<file path="src/rtl/assert_macros.svh">
// Assertion helpers for the neighbor table
`ifndef ASSERT_MACROS_SVH
`define ASSERT_MACROS_SVH

// Check that an implication holds at each clock edge outside reset
`define CHK_IMPL(label, clk, rst_n, ante, cons, msg) \
    label: assert property (@(posedge clk) disable iff (!rst_n) (ante) |-> (cons)) \
        else $error(msg);

// Check that the consequent holds in the cycle after the antecedent
`define CHK_NEXT(label, clk, rst_n, ante, cons, msg) \
    label: assert property (@(posedge clk) disable iff (!rst_n) (ante) |=> (cons)) \
        else $error(msg);

`endif

</file>
<file path="src/rtl/ntta_pkg.sv">
package ntta_pkg;

    localparam int unsigned NEIGHBORS_DEF = 32;
    localparam int unsigned DEFAULT_CAP   = 128;

    localparam logic [1:0] REQ_FRAME = 2'd0;
    localparam logic [1:0] REQ_TICK  = 2'd1;
    localparam logic [1:0] REQ_FLUSH = 2'd2;

    localparam logic [1:0] EV_ADDED     = 2'd0;
    localparam logic [1:0] EV_REMOVED   = 2'd1;
    localparam logic [1:0] EV_UPDATED   = 2'd2;
    localparam logic [1:0] EV_REFRESHED = 2'd3;

    localparam logic [1:0] REG_MAX_ENTRIES = 2'd0;
    localparam logic [1:0] REG_FILTER_ADDR = 2'd1;
    localparam logic [1:0] REG_CAP_MASK    = 2'd2;

    typedef struct packed {
        logic [1:0]  req_type;
        logic [31:0] now_time;
        logic [63:0] neighbor_key;
        logic [47:0] source_addr;
        logic [15:0] ttl_sec;
        logic        has_caps;
        logic [15:0] enabled_caps;
        logic [63:0] content_digest;
    } t_req;

    typedef struct packed {
        logic [1:0]  event_res;
        logic [63:0] event_key;
        logic [5:0]  entry_count;
        logic        last;
    } t_evt;

    // Configuration register values seen by the engine
    typedef struct packed {
        logic [5:0]  max_entries;
        logic [47:0] filter_addr;
        logic [15:0] cap_mask;
    } t_cfg;

endpackage

</file>
<file path="src/rtl/ntta_cfg.sv">
module ntta_cfg
    import ntta_pkg::*;
(
    input  logic        i_clk,
    input  logic        i_rst_n,
    input  logic        psel,
    input  logic        penable,
    input  logic        pwrite,
    input  logic [4:0]  paddr,
    input  logic [63:0] pwdata,
    output logic [63:0] prdata,
    output logic        pready,
    output t_cfg        o_cfg
);
    logic [5:0]  r_max;
    logic [47:0] r_filt;
    logic [15:0] r_mask;
    logic [1:0]  w_idx;
    logic        w_hit;

    assign w_idx  = paddr[4:3];
    assign w_hit  = (paddr[2:0] == 3'd0) && (paddr[4:3] != 2'd3);
    assign pready = 1'b1;

    // Write registers on the access cycle
    always_ff @(posedge i_clk) begin
        if (!i_rst_n) begin
            r_max  <= 6'd32;
            r_filt <= '0;
            r_mask <= 16'hFFFF;
        end else if (psel && penable && pwrite && w_hit) begin
            case (w_idx)
                REG_MAX_ENTRIES: r_max  <= pwdata[5:0];
                REG_FILTER_ADDR: r_filt <= pwdata[47:0];
                REG_CAP_MASK:    r_mask <= pwdata[15:0];
                default: ;
            endcase
        end
    end

    // Read back
    always_comb begin
        prdata = '0;
        if (w_hit) begin
            case (w_idx)
                REG_MAX_ENTRIES: prdata = {58'd0, r_max};
                REG_FILTER_ADDR: prdata = {16'd0, r_filt};
                REG_CAP_MASK:    prdata = {48'd0, r_mask};
                default:         prdata = '0;
            endcase
        end
    end

    assign o_cfg = '{max_entries: r_max, filter_addr: r_filt, cap_mask: r_mask};
endmodule

</file>
<file path="config.mk">
export PLATFORM = sky130hd
export DESIGN_NAME = ntta_cfg
export DESIGN_NICKNAME = d
export VERILOG_FILES = /design/src/rtl/assert_macros.svh /design/src/rtl/ntta_pkg.sv /design/src/rtl/ntta_cfg.sv
export SDC_FILE = /design/constraint.sdc
export NUM_CORES = 1
export LEC_CHECK = 0
export ABC_AREA = 1
export BUFFER_PORTS_ARGS = -buffer_cell sky130_fd_sc_hd__buf_2
export CORE_MARGIN = 3
export CORE_UTILIZATION = 44
export DETAILED_ROUTE_END_ITERATION = 8
export MAX_ROUTING_LAYER = met4
export PLACE_DENSITY = 0.9
export SYNTH_ARGS = -nofsm -noshare
export SYNTH_HDL_FRONTEND = slang
export SYNTH_SLANG_ARGS = --single-unit
</file>
<file path="constraint.sdc">
create_clock -name i_clk -period 1.4 [get_ports i_clk]
set_input_delay 0 -clock i_clk [delete_from_list [all_inputs] [get_ports i_clk]]
set_output_delay 0 -clock i_clk [all_outputs]
set_load 0.005 [all_outputs]
</file>
## After elaboration in Yosys (flattened, before gate mapping)

Index checks and enable logic that the tools add are counted.

- Equal/unequal tests: 3
- Multiplexer cells: 2
- Reduce and logical (&&, ||, !) cells: 9

Operators with widths:

| cell | count |
|---|---|
| 48-bit one-hot mux with 3 select lines | 1 |
| 48-bit two-way mux | 1 |
| 2-bit AND reduction | 3 |
| 1-bit logical AND | 4 |
| 3-bit zero test | 1 |
| 2-bit by 1-bit equality test with 1-bit output (second input constant) | 1 |
| 2-bit equality test (second input constant) | 1 |
| 2-bit zero test | 1 |
| 2-bit inequality test (second input constant) | 1 |

- Word-level logic and storage cells: 17
- Flip-flop bits (word level): 70
- Input bits: 74
- Output and inout port bits: 135

## Longest topological paths before layout

- Depth in word-level cells: 4
- Gate-level depth with buffers: 7
- Gate-level depth less buffers: 6

## Worst setup path before layout

No wires, ideal clock.

- Kind: input-to-reg
- From: input port paddr[1]
- To: register r_mask[10]
- Path buffers: 1
- Setup time: 134 ps
- Slack: 414 ps
- Data arrival time: 852 ps
- Required time: 1,266 ps
- Cell stages on the path: 7
- Path through: nor2_1 -> nand3_2 -> nor2_4 -> nand2_1 -> buf_2 -> nand2_1 -> nand3_1

- Longest elaborated chain between the ends: 4

Ends and longest elaborated chain:

| what | RTL line | source |
|---|---|---|
| start: declaration | ntta_cfg.sv:9 | `input logic [4:0] paddr,` |
| 3-bit zero test | ntta_cfg.sv:22 | `assign w_hit = (paddr[2:0] == 3'd0) && (paddr[4:3] != 2'd3);` |
| 1-bit logical AND | ntta_cfg.sv:22 |  |
| 1-bit logical AND | ntta_cfg.sv:31 | `end else if (psel && penable && pwrite && w_hit) begin` |
| 2-bit AND reduction (no source line) | n/a |  |
| end signal: assignment | ntta_cfg.sv:35 | `REG_CAP_MASK: r_mask <= pwdata[15:0];` |
| end: declaration | ntta_cfg.sv:17 | `logic [15:0] r_mask;` |

No other way between the ends.
A chain may end at the register's enable or synchronous reset.

## Final worst setup path

- From: input port paddr[4]
- To: output port prdata[0]

- Longest elaborated chain between the ends: 3
- Elaborated cells between the ends (all ways): 7
- Those cells by class: eq/ne (3); mux (2); reduce/logical (2)

Ends and longest elaborated chain:

| what | RTL line | source |
|---|---|---|
| 2-bit equality test (tied with other cells) | ntta_cfg.sv:45 | `case (w_idx)` |
| 48-bit one-hot mux with 3 select lines or 1-bit logical AND (tied branches) | ntta_cfg.sv:45, ntta_cfg.sv:22 |  |
| 48-bit two-way mux (*) | ntta_cfg.sv:44 | `if (w_hit) begin` |
| end: declaration | ntta_cfg.sv:11 | `output logic [63:0] prdata,` |

Every way passes the cells marked *; elsewhere a longest branch is shown, timed or not.

==> results.cfg <==
[worst_setup_path]
startpoint_type = input pin
critPathTopFamily = buffers and inverters
cp_max_fo = 20
crit_chain = buf_2, nand2_1, nand3_2, buf_4, inv_1, nand2_1, inv_1, buf_2
arrival_ns = 1.07
critPathCaptureType = primary output
slowest_stage = buf_4
critPathMaxStageDelay_ns = 0.28
cp.required_ns = 1.40
path_buf_inv = 5
worstSetupPathType = input pin to primary output

[route]
routed_wl_mm = 11.0
vias = 4249
ant_nets = 0
detailedRoute.firstIterationViolations = 128
dr.pass1.iters = 4
drcViolationCount = 0
vias_per_cell = 4.75
wl_per_cell_um = 12.3

[yosys]
avgSynthCellArea_um2 = 6.23
ys_top_cells_by_count = nand2_1, nand3_1, nor2_1
ys.warnings.count = 0
synth_most_common_cell = nand2_1
muxShareOfSynthArea_pct = 0
synth-compound-area-share_pct = 8.59
yosys.area_share.simple_pct = 37.8
netlist_instances = 589
synth_top_cell_by_area = dfxtp_1
syn_area_mm2 = 0.00367
synth-edff-count = 0
synth_ff_type = dfxtp_1
synthAdderAreaFrac_pct = 0
synth_cell_types = 15
synth-seq-cells = 70
synth_xor_xnor_area_share_pct = 0
yosys.area.top_type_share_pct = 38.2
synth.area.top_cells = dfxtp_1, nand2_1, nand3_1, nor2_1, a21oi_1
ys_seq_area_share_pct = 38.2
synth_top_family_by_area = simple AND/OR/NAND/NOR gates
synth_async_sr_flop_share_pct = 0

[grt]
grt_first_pass_wirelength_mm = 17.6
antenna_found_initial = 0
overflow = 0
grt_pass1_vias = 3730
grt_max_degree = 78
grt_usage_pct = 22.7

[clock_network]
cts.sinks = 70
cts_made_buffers = 9
clockBufferDepth = 2
cts_resized = 0
htreeDepth = 3
clock_latency_ns = 0.32
tritoncts = yes
ctsRootBufferMaster = clkbuf_8
clk_pin_slew_ns = 0.07

[floorplanning]
die_h_um = 97.3
io_pins = 209
design.core.area_mm2 = 0.00793
start_util_pct = 46.3
die-area_mm2 = 0.00948
fp.dieW_um = 97.3
rows = 32

[timing]
rsz0062_at_grt = false
tns_ns = 0
setup_viol = 0
fin_crit_ns = 1.07
slew_viol_final = 0
period_share_pct = 76.6
skew_ns = 0
fmax_mhz = 932
hold_viol_final = 0

[placement]
place.gp.congestion = 0.795
portBuffers = 175
hpwl_mm = 6.85
placement.cell_area_mm2 = 0.00454

[layout]
syn2layout_area_growth_pct = 41.1
diodes = 0
final_area_mm2 = 0.00518
drive_above_1_share_pct = 26.4
num-nets-final = 862

[pwr]
p_switching_w = 0.00102
clockPowerShare_pct = 35.6
combPwrFrac_pct = 12.9
power_density_mw_per_mm2 = 749
pwr-share-seq_pct = 51.6
internal_power_w = 0.00286
p_sw_share_pct = 26.3
p_leak_nw = 2.72
ir_drop_mv = 0.484

[run_status]
outcome = completed

[hold_path]
hp-class = input pin to register

[run]
cap_violations = 0
## final timing paths
check | to | cells after the start | slack (ns) | from
worst max-delay path | prdata[0] | 8 | 0.33 | paddr[4]
worst min-delay path | r_filt[28] | 5 | 0.03 | pwdata[28]
worst max register to register | r_filt[9] | 2 | 0.75 | r_filt[9]
worst min register to register | r_mask[13] | 2 | 0.48 | r_mask[13]
## cells by family after synthesis
kind of cell,count (synthesis)
buffers and inverters,120
DFF,70
and+or+nand+nor,334
AOI/OAI and AO/OA,63
other,2
## flip-flops by register name (all words and copies together), names as in the netlist
name / count
r_max: 6
r_filt: 48
r_mask: 16
## routing by layer
metal | track usage (%) | routed length, um | part of all wire, % | vias up
met5 | - | 0 | 0 | -
met4 | 6.50 | 95 | 0.87 | 0
met3 | 4.02 | 658 | 6.0 | 10
met2 | 40.6 | 5820 | 53 | 160
met1 | 26.0 | 4400 | 40 | 1881
li1 | - | - | - | 2198
## power by group through the flow
stage	Clock (W)	Sequential [W]	Combinational, W
floorplan	0	0.00205	0.000265
detailed placement	0	0.00205	0.000390
global placement	0	0.00205	0.000384
finish	0.00138	0.00200	0.000499
CTS	0.00144	0.00200	0.000492
global route	0.00154	0.00200	0.000555
## cell usage in the layout (no fill, tap or decap)
cell           instances
buf_4                  9
nor2_2                 1
dlygate4sd3_1         47
clkinv_4               1
clkinvlp_4             2
nand2_1              149
inv_1                 56
buf_2                175
clkbuf_1               1
clkbuf_8               9
clkinv_2               3
dfxtp_1               70
inv_2                  2
nor2_1                87
nand3_1               94
nand3_2                1
nor2_4                 2
a21oi_1               63
conb_1                17
buf_12                 4
## timing repair
item	in CTS	in global routing
hold endpoints to repair	57	0
setup buffers	0	0
setup endpoints to repair	0	0
hold buffers	47	0
## cell type report
cell class | count | area (um^2)
well taps | 102 | 128
multi-input cells | 414 | 1770
repair buffers | 235 | 1490
inverters | 58 | 218
flip-flops and latches | 70 | 1400
fillers | 687 | 2750
clock buffers | 10 | 128
clock inverters | 6 | 38.8
## through the flow
stage | hold WS, ns | instances | power [W] | setup slack [ns] | util [%]
3_3_place_gp | 0.256 | 832 | 0.00243 | 0.232 | 57.3
4_1_cts | 0.0134 | 895 | 0.00393 | 0.308 | 65.4
5_1_grt | 0.0710 | 895 | 0.00409 | 0.219 | 65.4
2_1_floorplan | 0.154 | 604 | 0.00231 | 0.414 | -
6_report | 0.0300 | 895 | 0.00388 | 0.327 | 65.4
3_5_place_dp | 0.260 | 832 | 0.00244 | 0.178 | 57.3
## worst register-to-register path, delay by kind of cell (launching register included)
family	cells	cell delay, ns
AO/OA/AOI/OAI	1	0.15
flip-flops	1	0.34
AND/OR/NAND/NOR	1	0.07
Power figures use the tool's default switching activity.
